[src/hdl/sfr_pkg.sv]
// Shared types and constants for the serial frame receiver.
// Used by the channel interfaces and every module of the receiver.
`default_nettype none

package sfr_pkg;

   localparam int COUNT_W = 13;
   localparam int TICK_W  = 16;
   localparam int CSR_W   = 16;
   localparam int CSR_IDX_W = 2;

   localparam logic [COUNT_W-1:0] MAX_FRAME_BYTES = 13'd8191;

   // Request actions.
   localparam logic [1:0] ACT_BYTE    = 2'd0;
   localparam logic [1:0] ACT_TICK    = 2'd1;
   localparam logic [1:0] ACT_RESTART = 2'd2;

   // Reply phases, reported as status.
   localparam logic [1:0] PH_BUSY     = 2'd0;
   localparam logic [1:0] PH_DONE     = 2'd1;
   localparam logic [1:0] PH_TIMEOUT  = 2'd2;
   localparam logic [1:0] PH_OVERFLOW = 2'd3;

   // Frame modes.
   localparam logic [1:0] MODE_BINARY  = 2'd0;
   localparam logic [1:0] MODE_BASIC   = 2'd1;
   localparam logic [1:0] MODE_GENERIC = 2'd2;

   // Register indexes.
   localparam logic [CSR_IDX_W-1:0] CSR_FRAME_MODE    = 2'd0;
   localparam logic [CSR_IDX_W-1:0] CSR_PORT_OPEN     = 2'd1;
   localparam logic [CSR_IDX_W-1:0] CSR_TIMEOUT_LIMIT = 2'd2;

   localparam logic [7:0] CHAR_LT     = 8'h3C;
   localparam logic [7:0] CHAR_GT     = 8'h3E;
   localparam logic [7:0] HEADER_BYTE = 8'hC3;
   localparam logic [COUNT_W-1:0] BIN_OVERHEAD = 13'd11;

   typedef struct packed {
      logic [1:0]        frame_mode;
      logic              port_open;
      logic [TICK_W-1:0] timeout_limit;
   } cfg_type;

   typedef struct packed {
      logic [7:0]         out_byte;
      logic               byte_kept;
      logic [COUNT_W-1:0] byte_index;
      logic [1:0]         status;
      logic [COUNT_W-1:0] frame_length;
   } result_type;

endpackage

`default_nettype wire

[src/hdl/sfr_channels.sv]
// Valid/ready channel interfaces for the serial frame receiver.
// Depends on sfr_pkg for field widths.
`default_nettype none

interface sfr_req_if import sfr_pkg::*; ();
   logic       valid;
   logic       ready;
   logic [1:0] action;
   logic [7:0] rx_byte;

   modport source (output valid, output action, output rx_byte, input ready);
   modport sink (input valid, input action, input rx_byte, output ready);
endinterface

interface sfr_rsp_if import sfr_pkg::*; ();
   logic               valid;
   logic               ready;
   logic [7:0]         out_byte;
   logic               byte_kept;
   logic [COUNT_W-1:0] byte_index;
   logic [1:0]         status;
   logic [COUNT_W-1:0] frame_length;

   modport source (output valid, output out_byte, output byte_kept, output byte_index,
                   output status, output frame_length, input ready);
   modport sink (input valid, input out_byte, input byte_kept, input byte_index,
                 input status, input frame_length, output ready);
endinterface

`default_nettype wire

[src/hdl/sfr_csr_regs.sv]
// Configuration registers of the serial frame receiver.
// Depends on sfr_pkg for the register indexes and the config struct.
`default_nettype none

module sfr_csr_regs import sfr_pkg::*; (
   input  wire logic                 clock,
   input  wire logic                 reset,
   input  wire logic                 csr_write_en,
   input  wire logic [CSR_IDX_W-1:0] csr_index,
   input  wire logic [CSR_W-1:0]     csr_wdata,
   output cfg_type                   cfg
);

   cfg_type cfg_ff;
   cfg_type cfg_in;

   always_comb begin
      cfg_in = cfg_ff;
      if (csr_write_en) begin
         case (csr_index)
            CSR_FRAME_MODE:    cfg_in.frame_mode    = csr_wdata[1:0];
            CSR_PORT_OPEN:     cfg_in.port_open     = csr_wdata[0];
            CSR_TIMEOUT_LIMIT: cfg_in.timeout_limit = csr_wdata[TICK_W-1:0];
            default:           cfg_in = cfg_ff;
         endcase
      end
   end

   always_ff @(posedge clock) begin
      if (reset) begin
         cfg_ff.frame_mode    <= MODE_BASIC;
         cfg_ff.port_open     <= 1'b0;
         cfg_ff.timeout_limit <= 16'd1000;
      end else begin
         cfg_ff <= cfg_in;
      end
   end

   assign cfg = cfg_ff;

endmodule

`default_nettype wire

[src/hdl/sfr_frame_engine.sv]
// Frame tracking state and the per-request decision logic.
// Depends on sfr_pkg; updates its state on each accepted request.
`default_nettype none

module sfr_frame_engine import sfr_pkg::*; (
   input  wire logic       clock,
   input  wire logic       reset,
   input  wire logic       accept,
   input  wire logic [1:0] action,
   input  wire logic [7:0] rx_byte,
   input  wire cfg_type    cfg,
   output result_type      result
);

   logic [COUNT_W-1:0] count_ff, count_in;
   logic [7:0]         first_ff, first_in;
   logic [7:0]         len_low_ff, len_low_in;
   logic [3:0]         len_high_ff, len_high_in;
   logic [TICK_W-1:0]  tick_ff, tick_in;
   logic [1:0]         phase_ff, phase_in;

   logic [COUNT_W-1:0] count_next;
   logic [COUNT_W:0]   bin_target;
   logic               wants;
   result_type         res;

   assign count_next = count_ff + 1'b1;
   assign bin_target = {1'b0, len_high_ff, len_low_ff} + {1'b0, BIN_OVERHEAD};
   assign wants = !(cfg.frame_mode == MODE_GENERIC && count_ff == '0 && rx_byte != CHAR_LT);

   always_comb begin
      count_in    = count_ff;
      first_in    = first_ff;
      len_low_in  = len_low_ff;
      len_high_in = len_high_ff;
      tick_in     = tick_ff;
      phase_in    = phase_ff;
      res.out_byte     = 8'd0;
      res.byte_kept    = 1'b0;
      res.byte_index   = '0;
      res.status       = phase_ff;
      res.frame_length = count_ff;

      if (!cfg.port_open) begin
         res.status       = PH_TIMEOUT;
         res.frame_length = '0;
      end else begin
         case (action)
            ACT_RESTART: begin
               count_in    = '0;
               first_in    = 8'd0;
               len_low_in  = 8'd0;
               len_high_in = 4'd0;
               tick_in     = '0;
               phase_in    = PH_BUSY;
               res.status       = PH_BUSY;
               res.frame_length = '0;
            end
            ACT_TICK: begin
               if (phase_ff == PH_BUSY) begin
                  if (tick_ff >= cfg.timeout_limit) begin
                     phase_in = PH_TIMEOUT;
                  end else begin
                     tick_in = tick_ff + 1'b1;
                  end
               end
               res.status = phase_in;
            end
            ACT_BYTE: begin
               res.out_byte = rx_byte;
               if (phase_ff == PH_BUSY && wants) begin
                  if (count_ff >= MAX_FRAME_BYTES) begin
                     phase_in = PH_OVERFLOW;
                  end else begin
                     res.byte_index = count_ff;
                     res.byte_kept  = 1'b1;
                     count_in       = count_next;
                     case (cfg.frame_mode)
                        MODE_BINARY: begin
                           if (count_ff == 13'd0) first_in = rx_byte;
                           if (count_ff == 13'd7) len_low_in = rx_byte;
                           if (count_ff == 13'd8) len_high_in = rx_byte[3:0];
                           // A bad header drops the second byte and starts over.
                           if (count_next == 13'd2 &&
                               !(first_ff == CHAR_LT && rx_byte == HEADER_BYTE)) begin
                              count_in       = '0;
                              res.byte_kept  = 1'b0;
                              res.byte_index = '0;
                           end else if (count_next >= BIN_OVERHEAD && rx_byte == CHAR_GT &&
                                        {1'b0, count_next} == bin_target) begin
                              phase_in = PH_DONE;
                           end
                        end
                        MODE_GENERIC: begin
                           if (count_ff != '0 && rx_byte == CHAR_GT) phase_in = PH_DONE;
                        end
                        default: begin
                           if (count_next >= 13'd2) phase_in = PH_DONE;
                        end
                     endcase
                  end
               end
               res.status       = phase_in;
               res.frame_length = count_in;
            end
            default: begin
               res.status = phase_ff;
            end
         endcase
      end
   end

   always_ff @(posedge clock) begin
      if (reset) begin
         count_ff    <= '0;
         first_ff    <= 8'd0;
         len_low_ff  <= 8'd0;
         len_high_ff <= 4'd0;
         tick_ff     <= '0;
         phase_ff    <= PH_BUSY;
      end else if (accept) begin
         count_ff    <= count_in;
         first_ff    <= first_in;
         len_low_ff  <= len_low_in;
         len_high_ff <= len_high_in;
         tick_ff     <= tick_in;
         phase_ff    <= phase_in;
      end
   end

   assign result = res;

endmodule

`default_nettype wire

[src/hdl/sfr_out_reg.sv]
// Result register driving the response channel.
// Depends on sfr_pkg and the sfr_rsp_if interface.
`default_nettype none

module sfr_out_reg import sfr_pkg::*; (
   input  wire logic       clock,
   input  wire logic       reset,
   input  wire logic       load,
   input  wire result_type result,
   output logic            can_load,
   sfr_rsp_if.source       rsp_chan
);

   logic       valid_ff, valid_in;
   result_type data_ff;

   // The register takes a new result whenever it is empty or being drained.
   assign can_load = !valid_ff || rsp_chan.ready;
   assign valid_in = load ? 1'b1 : (valid_ff && !rsp_chan.ready);

   always_ff @(posedge clock) begin
      if (reset) begin
         valid_ff <= 1'b0;
      end else begin
         valid_ff <= valid_in;
      end
   end

   always_ff @(posedge clock) begin
      if (load) begin
         data_ff <= result;
      end
   end

   assign rsp_chan.valid        = valid_ff;
   assign rsp_chan.out_byte     = data_ff.out_byte;
   assign rsp_chan.byte_kept    = data_ff.byte_kept;
   assign rsp_chan.byte_index   = data_ff.byte_index;
   assign rsp_chan.status       = data_ff.status;
   assign rsp_chan.frame_length = data_ff.frame_length;

endmodule

`default_nettype wire

[src/hdl/serial_frame_receiver_unit.sv]
// Top level of the serial frame receiver: config registers, frame engine
// and result register. Depends on sfr_pkg, sfr_channels and the sfr_ modules.
//
//   Channel   Direction  Handshake          Contents
//   req_chan  in         valid/ready        action, rx_byte
//   rsp_chan  out        valid/ready        out_byte, byte_kept, byte_index,
//                                           status, frame_length
//   csr_*     in         write enable only  index, write data
//
// The frame state updates and the result is registered at the edge that accepts
// the request, so requests can arrive every cycle while the result register can
// take them. Reset is synchronous and restores the default configuration
// and an empty, busy frame. A request is accepted while the result register is
// empty or is being emptied in the same cycle, so a stall on the response side
// holds the request side only once a result is already waiting.
`default_nettype none

module serial_frame_receiver_unit import sfr_pkg::*; (
   input  wire logic                 clock,
   input  wire logic                 reset,
   sfr_req_if.sink                   req_chan,
   sfr_rsp_if.source                 rsp_chan,
   input  wire logic                 csr_write_en,
   input  wire logic [CSR_IDX_W-1:0] csr_index,
   input  wire logic [CSR_W-1:0]     csr_wdata
);

   cfg_type    cfg;
   result_type result;
   logic       can_load;
   logic       accept;

   assign req_chan.ready = can_load;
   assign accept = req_chan.valid && can_load;

   sfr_csr_regs u_csr (
      .clock        (clock),
      .reset        (reset),
      .csr_write_en (csr_write_en),
      .csr_index    (csr_index),
      .csr_wdata    (csr_wdata),
      .cfg          (cfg)
   );

   sfr_frame_engine u_engine (
      .clock   (clock),
      .reset   (reset),
      .accept  (accept),
      .action  (req_chan.action),
      .rx_byte (req_chan.rx_byte),
      .cfg     (cfg),
      .result  (result)
   );

   sfr_out_reg u_out (
      .clock    (clock),
      .reset    (reset),
      .load     (accept),
      .result   (result),
      .can_load (can_load),
      .rsp_chan (rsp_chan)
   );

endmodule

`default_nettype wire

[src/flat_wrapper.sv]
// flat-port wrapper written by rule: the top's interface ports become plain ports
module serial_frame_receiver_unit_flat import sfr_pkg::*;
  (clock, reset, csr_write_en, csr_index, csr_wdata, req_chan_valid, req_chan_action, req_chan_rx_byte, req_chan_ready, rsp_chan_valid, rsp_chan_out_byte, rsp_chan_byte_kept, rsp_chan_byte_index, rsp_chan_status, rsp_chan_frame_length, rsp_chan_ready);
  sfr_req_if req_chan_i ();
  sfr_rsp_if rsp_chan_i ();
  input  wire logic clock;
  input  wire logic reset;
  input  wire logic csr_write_en;
  input  wire logic [CSR_IDX_W-1:0] csr_index;
  input  wire logic [CSR_W-1:0] csr_wdata;
  input wire logic [$bits(req_chan_i.valid)-1:0] req_chan_valid;
  input wire logic [$bits(req_chan_i.action)-1:0] req_chan_action;
  input wire logic [$bits(req_chan_i.rx_byte)-1:0] req_chan_rx_byte;
  output wire logic [$bits(req_chan_i.ready)-1:0] req_chan_ready;
  output wire logic [$bits(rsp_chan_i.valid)-1:0] rsp_chan_valid;
  output wire logic [$bits(rsp_chan_i.out_byte)-1:0] rsp_chan_out_byte;
  output wire logic [$bits(rsp_chan_i.byte_kept)-1:0] rsp_chan_byte_kept;
  output wire logic [$bits(rsp_chan_i.byte_index)-1:0] rsp_chan_byte_index;
  output wire logic [$bits(rsp_chan_i.status)-1:0] rsp_chan_status;
  output wire logic [$bits(rsp_chan_i.frame_length)-1:0] rsp_chan_frame_length;
  input wire logic [$bits(rsp_chan_i.ready)-1:0] rsp_chan_ready;
  assign req_chan_i.valid = req_chan_valid;
  assign req_chan_i.action = req_chan_action;
  assign req_chan_i.rx_byte = req_chan_rx_byte;
  assign req_chan_ready = req_chan_i.ready;
  assign rsp_chan_valid = rsp_chan_i.valid;
  assign rsp_chan_out_byte = rsp_chan_i.out_byte;
  assign rsp_chan_byte_kept = rsp_chan_i.byte_kept;
  assign rsp_chan_byte_index = rsp_chan_i.byte_index;
  assign rsp_chan_status = rsp_chan_i.status;
  assign rsp_chan_frame_length = rsp_chan_i.frame_length;
  assign rsp_chan_i.ready = rsp_chan_ready;
  serial_frame_receiver_unit u_core (.clock(clock), .reset(reset), .req_chan(req_chan_i), .rsp_chan(rsp_chan_i), .csr_write_en(csr_write_en), .csr_index(csr_index), .csr_wdata(csr_wdata));
endmodule
[config.mk]
export PLATFORM = sky130hd
export DESIGN_NAME = serial_frame_receiver_unit_flat
export DESIGN_NICKNAME = d
export VERILOG_FILES = /design/src/hdl/sfr_pkg.sv /design/src/hdl/sfr_channels.sv /design/src/hdl/sfr_csr_regs.sv /design/src/hdl/sfr_frame_engine.sv /design/src/hdl/sfr_out_reg.sv /design/src/hdl/serial_frame_receiver_unit.sv /design/src/flat_wrapper.sv
export SDC_FILE = /design/constraint.sdc
export NUM_CORES = 1
export LEC_CHECK = 0
export BUFFER_PORTS_ARGS = -buffer_cell sky130_fd_sc_hd__buf_2
export CAP_MARGIN = 5
export CELL_PAD_IN_SITES_DETAIL_PLACEMENT = 0
export CELL_PAD_IN_SITES_GLOBAL_PLACEMENT = 1
export CORE_ASPECT_RATIO = 0.9
export CORE_MARGIN = 5
export CORE_UTILIZATION = 45
export DETAILED_ROUTE_END_ITERATION = 8
export GPL_ROUTABILITY_DRIVEN = 1
export PLACE_DENSITY_LB_ADDON = 0.1
export RECOVER_POWER = 100
export SLEW_MARGIN = 20
export SYNTH_ARGS = -nofsm -noshare
export SYNTH_HDL_FRONTEND = slang
export SYNTH_SLANG_ARGS = --single-unit
export TNS_END_PERCENT = 50
[constraint.sdc]
create_clock -name clock -period 3 [get_ports clock]
set_clock_uncertainty 0.1 [all_clocks]
set_input_delay 0.3 -clock clock [delete_from_list [all_inputs] [get_ports clock]]
set_output_delay 0.3 -clock clock [all_outputs]
set_load 0.02 [all_outputs]
==> results_dict.tcl, run 1 <==
set metrics [dict create \
    outcome "completed" \
    rr_worst_depth 9 \
    syn_area_sq_um 6080 \
    r2r_start "u_core.u_engine.tick_ff[13]" \
    dp.cells 896 \
    die-area_sq_um 15900 \
    yosysUniqueCellTypes 73 \
    ys_ff_latch 108 \
    layout-drive-gt1-share_pct 12.9 \
    synth_nets 724 \
    period_minus_slack_ns 2.96 \
    whs_path_depth 3 \
    clkTransAtPathRegs_ns 0.08 \
    min-delay-start "csr_wdata[8]" \
    gr-total-overflow 0 \
    wl_met3_mm 1.21 \
    pwr_density_cell_nw_per_um2 433 \
    ios 72 \
    end_kind "flip-flop" \
    critPathRequiredTime_ns 3.18 \
    numPortBuffers 71 \
    cts_hold_buf 0 \
    register_area_sq_um 2530 \
    hpwl_mm 12.4 \
    post_cts_buffers 0 \
    viasPerCell 5.74 \
    routed_wl_mm 16.6 \
    synth-main-ff-cell "dfxtp_1" \
    post_cts_resized 0 \
    grt_max_degree 38 \
    relSlewSlack_pct 34.7 \
    whs_ns 0.0712 \
    async_reset_ff_share_pct 0 \
    clock_sinks 108 \
    peakVddDrop_mv 0.435 \
    m1WireLength_mm 8.21 \
    syn2layout_area_growth_pct 13.4 \
    finalCritPeriodShare_pct 98.8 \
    worstPathMaxFanout 28 \
    clk_path_buf_depth 2 \
    core.rowCount 40 \
    grt_usage_pct 21.1 \
    report.final.setup_viol 0 \
    synth_edf_count 37 \
    routedWlPerCell_um 18.2 \
    min_to "u_core.u_csr.cfg[8]" \
    drc 0 \
    critPathLaunchType "flip-flop" \
    die_w_um 133 \
    syn_inst 669 \
    multi_input_area_sq_um 3240 \
    arrival_ns 3.14 \
    clock.fmax_mhz 337 \
    top_layer "met4" \
    vias 5236 \
    ant_nets 0 \
    worstHoldPathType "primary input to flip-flop" \
    tritoncts "done" \
    core_area_sq_um 13300 \
    max_slew.worst_pin.slew_ns 0.979 \
    p_leak_nw 2.56 \
    final_cells 912 \
    synth_area_per_cell_sq_um 9.09 \
    antenna_found_initial 0 \
    final_max_slew_viol_count 0 \
    die_h_um 120 \
    hold_viol_final 0 \
    reg2reg_to "u_core.u_engine.tick_ff[15]" \
    grt_pass1_vias 5018 \
    root_buffer "clkbuf_16" \
    first_pass_iters 5 \
    initial_core_util_pct 45.7 \
    met2_length_mm 6.93 \
    ys_seq_area_share_pct 41.7 \
    h-tree-depth 3 \
    grt_first_pass_wirelength_mm 26.9 \
    fillers 1275 \
    reg2reg_slack_ns 0.04 \
    drv_cap 0 \
    gp_congestion 0.858 \
    grt_setup_unrepaired "true" \
    place_area_sq_um 6640 \
    num_antenna_cells 0 \
    yosysWarnings 0 \
    design_area_sq_um 6900 \
    worstSkewPairLatency_ns 0.35 \
    numCtsBuffers 9 \
    drt_iter0_drc 368 \
    fin_nets 794 \
    criticalPathCategory "flip-flop to flip-flop" \
]
[synthesized netlist by cell type, types with 8 or more instances]
| library cell | number | area [sq um] |
|---|---|---|
| dfxtp_1 | 71 | 1420 |
| nand2_1 | 65 | 244 |
| nor2_1 | 64 | 240 |
| a21oi_1 | 49 | 245 |
| edfxtp_1 | 37 | 1110 |
| and2_1 | 27 | 169 |
| inv_1 | 27 | 101 |
| mux2i_1 | 24 | 240 |
| xnor2_1 | 24 | 210 |
| ha_1 | 22 | 275 |
| clkbuf_1 | 16 | 60.1 |
| nand3_1 | 16 | 80.1 |
| and3_1 | 15 | 93.8 |
| o21ai_0 | 15 | 75.1 |
| nor3_1 | 12 | 60.1 |
| nand4_1 | 11 | 68.8 |
| o31ai_1 | 11 | 82.6 |
| a21o_1 | 10 | 75.1 |
| buf_2 | 10 | 50.1 |
| o211ai_1 | 10 | 75.1 |
| or4_1 | 9 | 67.6 |
| a31oi_1 | 8 | 50.1 |
[kinds of logic after synthesis]
group,Yosys count,synth area share (%)
buffers and inverters,68,5.23
XOR/XNOR,31,4.47
flip-flops,108,41.7
multiplexers,25,4.14
AND/OR/NAND/NOR,265,23.3
adder cells (fa/ha/maj),22,4.53
AO/OA/AOI/OAI,150,16.7
[worst max-delay path by stage]
stage          slack (ns)                        start                             to
2_1_floorplan        0.28  u_core.u_out.rsp_chan.valid    u_core.u_engine.count_ff[8]
3_3_place_gp         0.19  u_core.u_engine.count_ff[3]   u_core.u_engine.count_ff[10]
3_5_place_dp         0.15  u_core.u_engine.tick_ff[13]     u_core.u_engine.tick_ff[6]
4_1_cts              0.08  u_core.u_engine.count_ff[3]   u_core.u_engine.count_ff[10]
5_1_grt             -0.08  u_core.u_engine.count_ff[0]  u_core.u_engine.len_low_ff[1]
6_report             0.04  u_core.u_engine.tick_ff[13]    u_core.u_engine.tick_ff[15]
[cell usage in the layout, fill, tap and decap left out, types with 10 or more instances in the layout]
cell type	synthesis	final
dfxtp_1	71	70
nand2_1	65	65
nor2_1	64	64
a21oi_1	49	49
clkbuf_1	16	42
edfxtp_1	37	37
buf_2	10	31
inv_1	27	27
xnor2_1	24	24
mux2i_1	24	24
buf_4	7	23
ha_1	22	22
and2_1	27	20
nand3_1	16	16
and3_1	15	15
o21ai_0	15	15
nor3_1	12	12
nand4_1	11	11
a21o_1	10	10
o211ai_1	10	10
o31ai_1	11	10
clkbuf_16	0	10
[routing by layer]
layer  up-vias  track usage (%)
met5         -                0
met4         0             5.06
met3        16             4.78
met2       150             31.1
met1      2505             31.2
li1       2565                -
[cell type report]
class | instances | area share, %
multi-input cells | 493 | 47.0
flip-flops and latches | 108 | 36.7
repair buffers | 99 | 7.26
clock buffers | 11 | 3.83
well taps | 168 | 3.05
inverters | 28 | 1.52
clock inverters | 5 | 0.617
[state kept, by name, indices dropped and copies added, names as in the netlist]
signal,count
u_core.u_engine.first_ff,8
u_core.u_engine.phase_ff,2
u_core.u_out.rsp_chan.valid,1
u_core.u_out.rsp_chan.byte_index,13
u_core.u_out.rsp_chan.frame_length,13
u_core.u_engine.tick_ff,16
u_core.u_out.rsp_chan.status,2
u_core.u_engine.len_high_ff,4
u_core.u_out.rsp_chan.byte_kept,1
u_core.u_engine.len_low_ff,8
u_core.u_engine.count_ff,13
u_core.u_out.rsp_chan.out_byte,8
u_core.u_csr.cfg,19
[per-stage QoR]
step / power, mW / worst slack [ns] / utilization [%] / setup TNS [ns]
after global placement: 1.82 / 0.190 / 49.9 / 0
after CTS: 3.03 / 0.0770 / 52.2 / 0
final: 2.99 / 0.0369 / 51.8 / 0
after global routing: 3.11 / -0.0826 / 51.8 / -1.09
after detailed placement: 1.82 / 0.153 / 49.9 / 0
after floorplan: 1.73 / 0.284 / - / 0
[worst max-delay path, stage by stage, from the launching register on]
cell       delay [ns]
dfxtp_1          0.44
ha_1             0.29
a21o_1           0.17
a21oi_1          0.14
nor2b_1          0.08
or4b_1           0.58
a2bb2oi_1        0.17
buf_4            0.22
or4_1            0.51
a21oi_1          0.18
[report_power, final]
part           total, mW  switching [mW]  internal, mW
Combinational      0.222           0.158        0.0644
Sequential          1.56          0.0138          1.55
Clock               1.21           0.562         0.645
No activity file was read; power rests on OpenSTA's default activity.
==> inputs of run 2 (changes only) <==
--- a/config.mk
+++ b/config.mk
@@ -15,7 +15,6 @@
 export DETAILED_ROUTE_END_ITERATION = 8
 export GPL_ROUTABILITY_DRIVEN = 1
 export PLACE_DENSITY_LB_ADDON = 0.1
-export RECOVER_POWER = 100
 export SLEW_MARGIN = 20
 export SYNTH_ARGS = -nofsm -noshare
 export SYNTH_HDL_FRONTEND = slang
==> run 2 against run 1 <==
  * Critical path depth did not move
  * Sequential power about the same
  * Fmax increased by 2.2%
  * Critical path type unchanged
  * Count of clock-buffer cells in the layout did not move
  * Hold slack about the same
  * Final area increased by 1.0%
  * Clock power about the same
  * Flip-flop and latch count unchanged
==> results_dict.tcl, run 2 (same netlist as run 1, synthesis figures left out) <==
set metrics [dict create \
    outcome "completed" \
    routed_wl_mm 16.6 \
    finalCritPeriodShare_pct 96.7 \
    fin_nets 794 \
    r2r_start "u_core.u_engine.tick_ff[13]" \
    initial_core_util_pct 45.7 \
    arrival_ns 3.09 \
    final_common_cell "buf_2" \
    rr_worst_depth 9 \
    die-area_sq_um 15900 \
    reg2reg_to "u_core.u_engine.tick_ff[6]" \
    gr-total-overflow 0 \
    gp_congestion 0.858 \
    critical-path-top-delay-family "simple AND/OR/NAND/NOR gates" \
    first_pass_iters 5 \
    critPathLaunchType "flip-flop" \
    worstSkewPairLatency_ns 0.36 \
    crit_chain "ha_1 > a21o_1 > a21oi_1 > nor2b_1 > or4b_4 > a2bb2oi_1 > buf_4 > or4_1 > a21oi_1" \
    layout-drive-gt1-share_pct 18.7 \
    period_minus_slack_ns 2.90 \
    clock.fmax_mhz 345 \
    use_met1_pct 31.2 \
    relSlewSlack_pct 48.9 \
    end_kind "flip-flop" \
    min_to "u_core.u_csr.cfg[8]" \
    grt.busiest_layer "met1" \
    drv_cap 0 \
    p_sw_share_pct 24.5 \
    p_comb_share_pct 7.7 \
    global_route.usage.met2_pct 31.1 \
    critPathRequiredTime_ns 3.19 \
    final_max_slew_viol_count 0 \
    critPathBufInv 1 \
    die_w_um 133 \
    grt_setup_unrepaired "true" \
    syn2layout_area_growth_pct 14.6 \
    drt_iter0_drc 387 \
    ant_nets 0 \
    grt_max_degree 38 \
    hold_viol_final 0 \
    numPortBuffers 71 \
    p_leak_nw 2.70 \
    min-delay-start "csr_wdata[8]" \
    numCtsBuffers 9 \
    peakVddDrop_mv 0.436 \
    critPathSlowestCell "or4b_4" \
    vias 5265 \
    pwr_density_cell_nw_per_um2 430 \
    post_cts_resized 0 \
    die_h_um 120 \
    num_antenna_cells 0 \
    final_util_pct 52.3 \
    p_clk_share_pct 40.3 \
    final_cells 912 \
    seqPwrFrac_pct 51.9 \
    report.final.setup_viol 0 \
    max_slew.worst_pin.slew_ns 0.759 \
    root_buffer "clkbuf_16" \
    core_area_sq_um 13300 \
    use_met3_pct 4.78 \
    grt_first_pass_wirelength_mm 26.9 \
    ios 72 \
    intPower_mw 2.26 \
    total_power_mw 3.00 \
    viasPerCell 5.77 \
    routedWlPerCell_um 18.2 \
    worstHoldPathType "primary input to flip-flop" \
    h-tree-depth 3 \
    reg2reg_slack_ns 0.1 \
    cts_hold_buf 0 \
    clk_path_buf_depth 2 \
    grt_usage_pct 21.1 \
    drc 0 \
    slowest_delay_ns 0.55 \
    cp_common_cell "a21oi_1" \
    core.rowCount 40 \
    hpwl_mm 12.4 \
    tritoncts "done" \
    clock_sinks 108 \
    largest_register_ffs 19 \
    antenna_found_initial 0 \
    clkTransAtPathRegs_ns 0.07 \
    dp.cells 896 \
    worstPathMaxFanout 28 \
    p_switching_mw 0.735 \
    post_cts_buffers 0 \
    path_depth 9 \
    whs_path_depth 3 \
    final_cell_mix "buf_2 (71), dfxtp_1 (70), nand2_1 (65)" \
    grt_pass1_vias 5018 \
    criticalPathCategory "flip-flop to flip-flop" \
]
run 2: cell types whose count changed in the layout (fill, tap and decap cells not counted), sizes merged:
cell / before / now
buf: 54 / 99
clkbuf: 56 / 11
run 2: per-stage QoR:
step	area (sq um)	hold slack (ns)	setup TNS, ns	setup WS, ns
2_1_floorplan	6080	0.328	0	0.284
3_3_place_gp	6640	0.344	0	0.190
3_5_place_dp	6640	0.354	0	0.153
4_1_cts	6950	0.0623	0	0.0770
5_1_grt	6960	0.0728	-0.940	-0.0826
6_report	6960	0.0716	0	0.0995
run 2: layout make-up:
class,count,area [sq um]
Fill cell,1252,6350
Multi-Input combinational cell,493,3240
Sequential cell,108,2530
Timing Repair Buffer,99,566
Clock buffer,11,264
Tap cell,168,210
Inverter,28,105
Clock inverter,5,42.5
run 2: how the worst max path moves through the flow:
stage | to | from | slack (ns)
5_1_grt | u_core.u_engine.len_low_ff[1] | u_core.u_engine.count_ff[0] | -0.08
2_1_floorplan | u_core.u_engine.count_ff[8] | u_core.u_out.rsp_chan.valid | 0.28
3_3_place_gp | u_core.u_engine.count_ff[10] | u_core.u_engine.count_ff[3] | 0.19
3_5_place_dp | u_core.u_engine.tick_ff[6] | u_core.u_engine.tick_ff[13] | 0.15
4_1_cts | u_core.u_engine.count_ff[10] | u_core.u_engine.count_ff[3] | 0.08
6_report | u_core.u_engine.tick_ff[6] | u_core.u_engine.tick_ff[13] | 0.1
run 2: per-layer routing:
layer / wire length (um) / part of all wire [%] / up-vias
met1: 8230 / 49 / 2518
met4: 194 / 1.2 / 0
met2: 6940 / 42 / 164
met5: 0 / 0 / -
met3: 1260 / 7.6 / 16
li1: - / - / 2567
run 2: worst register-to-register path: cells and delay by family (launching register included):
family / cells / cell delay [ns]
AND/OR/NAND/NOR: 3 / 1.16
AO/OA/AOI/OAI: 4 / 0.61
flip-flops: 1 / 0.45
adder cells (fa/ha/maj): 1 / 0.30
buffers and inverters: 1 / 0.22
run 2: power groups by stage:
stage | Sequential (mW) | Clock [mW] | Combinational [mW]
floorplan | 1.62 | 0 | 0.106
global placement | 1.59 | 0 | 0.232
detailed placement | 1.59 | 0 | 0.233
CTS | 1.56 | 1.24 | 0.234
global route | 1.56 | 1.30 | 0.255
finish | 1.56 | 1.21 | 0.231
==> inputs of run 3 (changes only) <==
--- a/config.mk
+++ b/config.mk
@@ -18,5 +18,6 @@
 export SLEW_MARGIN = 20
 export SYNTH_ARGS = -nofsm -noshare
 export SYNTH_HDL_FRONTEND = slang
+export SYNTH_HIERARCHICAL = 1
 export SYNTH_SLANG_ARGS = --single-unit
 export TNS_END_PERCENT = 50
==> run 3 against run 2 <==
  * Worst setup slack improved by 0.10 ns
  * Register-to-register slack improved by 0.10 ns
  * Sequential share of layout area down 1.2 points
  * Utilization grew 1.2 points
==> results_dict.tcl, run 3 <==
set metrics [dict create \
    vias 5272 \
    initial_core_util_pct 46.1 \
    die_h_um 121 \
    ios 72 \
    viasPerCell 5.63 \
    clock.fmax_mhz 357 \
    max_slew.worst_pin.slew_ns 0.922 \
    hpwl_mm 12.3 \
    finalCritPeriodShare_pct 93.3 \
    ys_seq_area_share_pct 40.8 \
    worstPathMaxFanout 10 \
    fin_nets 819 \
    h-tree-depth 3 \
    critPathRequiredTime_ns 3.11 \
    worstSkewPairLatency_ns 0.36 \
    drc 0 \
    die_w_um 134 \
    rr_worst_depth 8 \
    num_antenna_cells 0 \
    clk_path_buf_depth 2 \
    yosysWarnings 6 \
    drt_iter0_drc 296 \
    outcome "completed" \
    synth-main-ff-cell "dfxtp_1" \
    clkTransAtPathRegs_ns 0.07 \
    synth_area_per_cell_sq_um 9.12 \
    routed_wl_mm 16.3 \
    cts_hold_buf 0 \
    grt_pass1_vias 4972 \
    routedWlPerCell_um 17.3 \
    ys_ff_latch 108 \
    synth_top_area_share_pct 22.9 \
    pwr_density_cell_nw_per_um2 428 \
    criticalPathCategory "flip-flop to flip-flop" \
    drv_cap 0 \
    p_leak_nw 2.97 \
    yosys.cell_count.top_type "dfxtp_1" \
    crit_start "u_core/u_engine/count_ff[6]" \
    grt_max_degree 61 \
    numCtsBuffers 9 \
    ant_nets 0 \
    layout-drive-gt1-share_pct 18.5 \
    synth_edf_count 37 \
    syn_inst 681 \
    end_kind "flip-flop" \
    synthTopCellsByArea "dfxtp_1 (23%), edfxtp_1 (18%), mux2i_1 (5.2%)" \
    async_reset_ff_share_pct 0 \
    antenna_found_initial 0 \
    yosysUniqueCellTypes 71 \
    gr-total-overflow 0 \
    hold_viol_final 0 \
    tritoncts "done" \
    arrival_ns 2.90 \
    first_pass_iters 5 \
    grt_first_pass_wirelength_mm 26.1 \
    reg2reg_to "u_core/u_out/rsp_chan.frame_length[10]" \
    die-area_sq_um 16300 \
    critPathLaunchType "flip-flop" \
    largest_register_ffs 19 \
    fin_tns_setup_ns 0 \
    period_minus_slack_ns 2.80 \
    report.final.setup_viol 0 \
    final_max_slew_viol_count 0 \
    worstHoldPathType "primary input to flip-flop" \
    relSlewSlack_pct 38.5 \
    core.rowCount 40 \
    core_area_sq_um 13500 \
    post_cts_buffers 0 \
    reg2reg_slack_ns 0.20 \
    clock_sinks 108 \
    grt_usage_pct 20.2 \
    gp_congestion 0.900 \
    crit_path_end "u_core/u_out/rsp_chan.frame_length[10]" \
    synth_largest_area_cell "dfxtp_1" \
    synth_nets 736 \
    final_cells 937 \
    grt_setup_unrepaired "false" \
    root_buffer "clkbuf_16" \
    final_cell_mix "buf_2 (71), dfxtp_1 (71), nand2_1 (59)" \
    synth_common_cells "dfxtp_1 (71), nand2_1 (59), nor2_1 (54)" \
    syn2layout_area_growth_pct 16.0 \
    syn_area_sq_um 6210 \
    numPortBuffers 71 \
    peakVddDrop_mv 0.431 \
    r2r_start "u_core/u_engine/count_ff[6]" \
    dp.cells 921 \
]
[run 3: how the worst min path moves through the flow]
stage	from	end	slack (ns)	depth (start not counted)
detailed placement	u_core/u_engine/first_ff[4]	u_core/u_engine/first_ff[4]	0.35	2
global placement	u_core/u_engine/first_ff[7]	u_core/u_engine/first_ff[7]	0.34	2
CTS	csr_wdata[14]	u_core/u_csr/cfg[14]	0.09	3
floorplan	reset	u_core/u_out/rsp_chan.valid	0.26	1
global route	csr_wdata[13]	u_core/u_csr/cfg[13]	0.11	3
finish	csr_wdata[14]	u_core/u_csr/cfg[14]	0.1	3
[run 3: repair_timing]
item                                   in CTS  in global routing
endpoints found under the hold margin       0                  0
resized for setup                           0                  2
setup endpoints to repair                   0                  7
[run 3: worst max-delay path, cell delays in order (launching register included)]
cell and delay [ns]:
dfxtp_1 0.42, nor4_1 0.51, and4_1 0.40, a21boi_1 0.09, buf_4 0.17, a21oi_1 0.21
o21a_1 0.49, a21oi_1 0.09, o21ai_0 0.16
[run 3: final cells by class]
class                      instances  area (sq um)
multi-input combinational        505          3370
timing repair buffer             108           646
fill                            1228          6260
sequential                       108          2530
clock inverter                     5          63.8
inverter                          32           120
tap                              168           210
clock buffer                      11           264
[run 3: layer usage]
metal,global-route usage [%],part of all wire (%),vias to the layer above
met5,0,0,-
met4,4.63,1.2,0
met3,4.77,5.4,19
met2,30.0,42,141
met1,29.7,51,2491
li1,-,-,2621
[run 3: per-stage QoR]
| step | power (mW) | hold WS (ns) | instance area (sq um) | util, % | worst slack, ns |
|---|---|---|---|---|---|
| 2_1_floorplan | 1.73 | 0.262 | 6210 | - | 0.00935 |
| 3_3_place_gp | 1.82 | 0.336 | 6870 | 51.0 | 0.0882 |
| 3_5_place_dp | 1.82 | 0.346 | 6870 | 51.0 | 0.189 |
| 4_1_cts | 3.12 | 0.0919 | 7190 | 53.4 | 0.157 |
| 5_1_grt | 3.20 | 0.113 | 7200 | 53.5 | 0.0512 |
| 6_report | 3.09 | 0.0967 | 7200 | 53.5 | 0.202 |
[run 3: power breakdown]
group          switching, mW  internal [mW]  total [mW]
clock network          0.566          0.729        1.30
registers             0.0141           1.54        1.56
logic                  0.150         0.0828       0.233
total                  0.731           2.35        3.09
[run 3: kinds of logic after synthesis]
family,synth area share (%)
and+or+nand+nor,24.5
AOI/OAI and AO/OA,15.2
DFF,40.8
buffers and inverters,5.18
muxes,5.34
xor gates and xnor gates,4.53
adders and majority gates,4.43
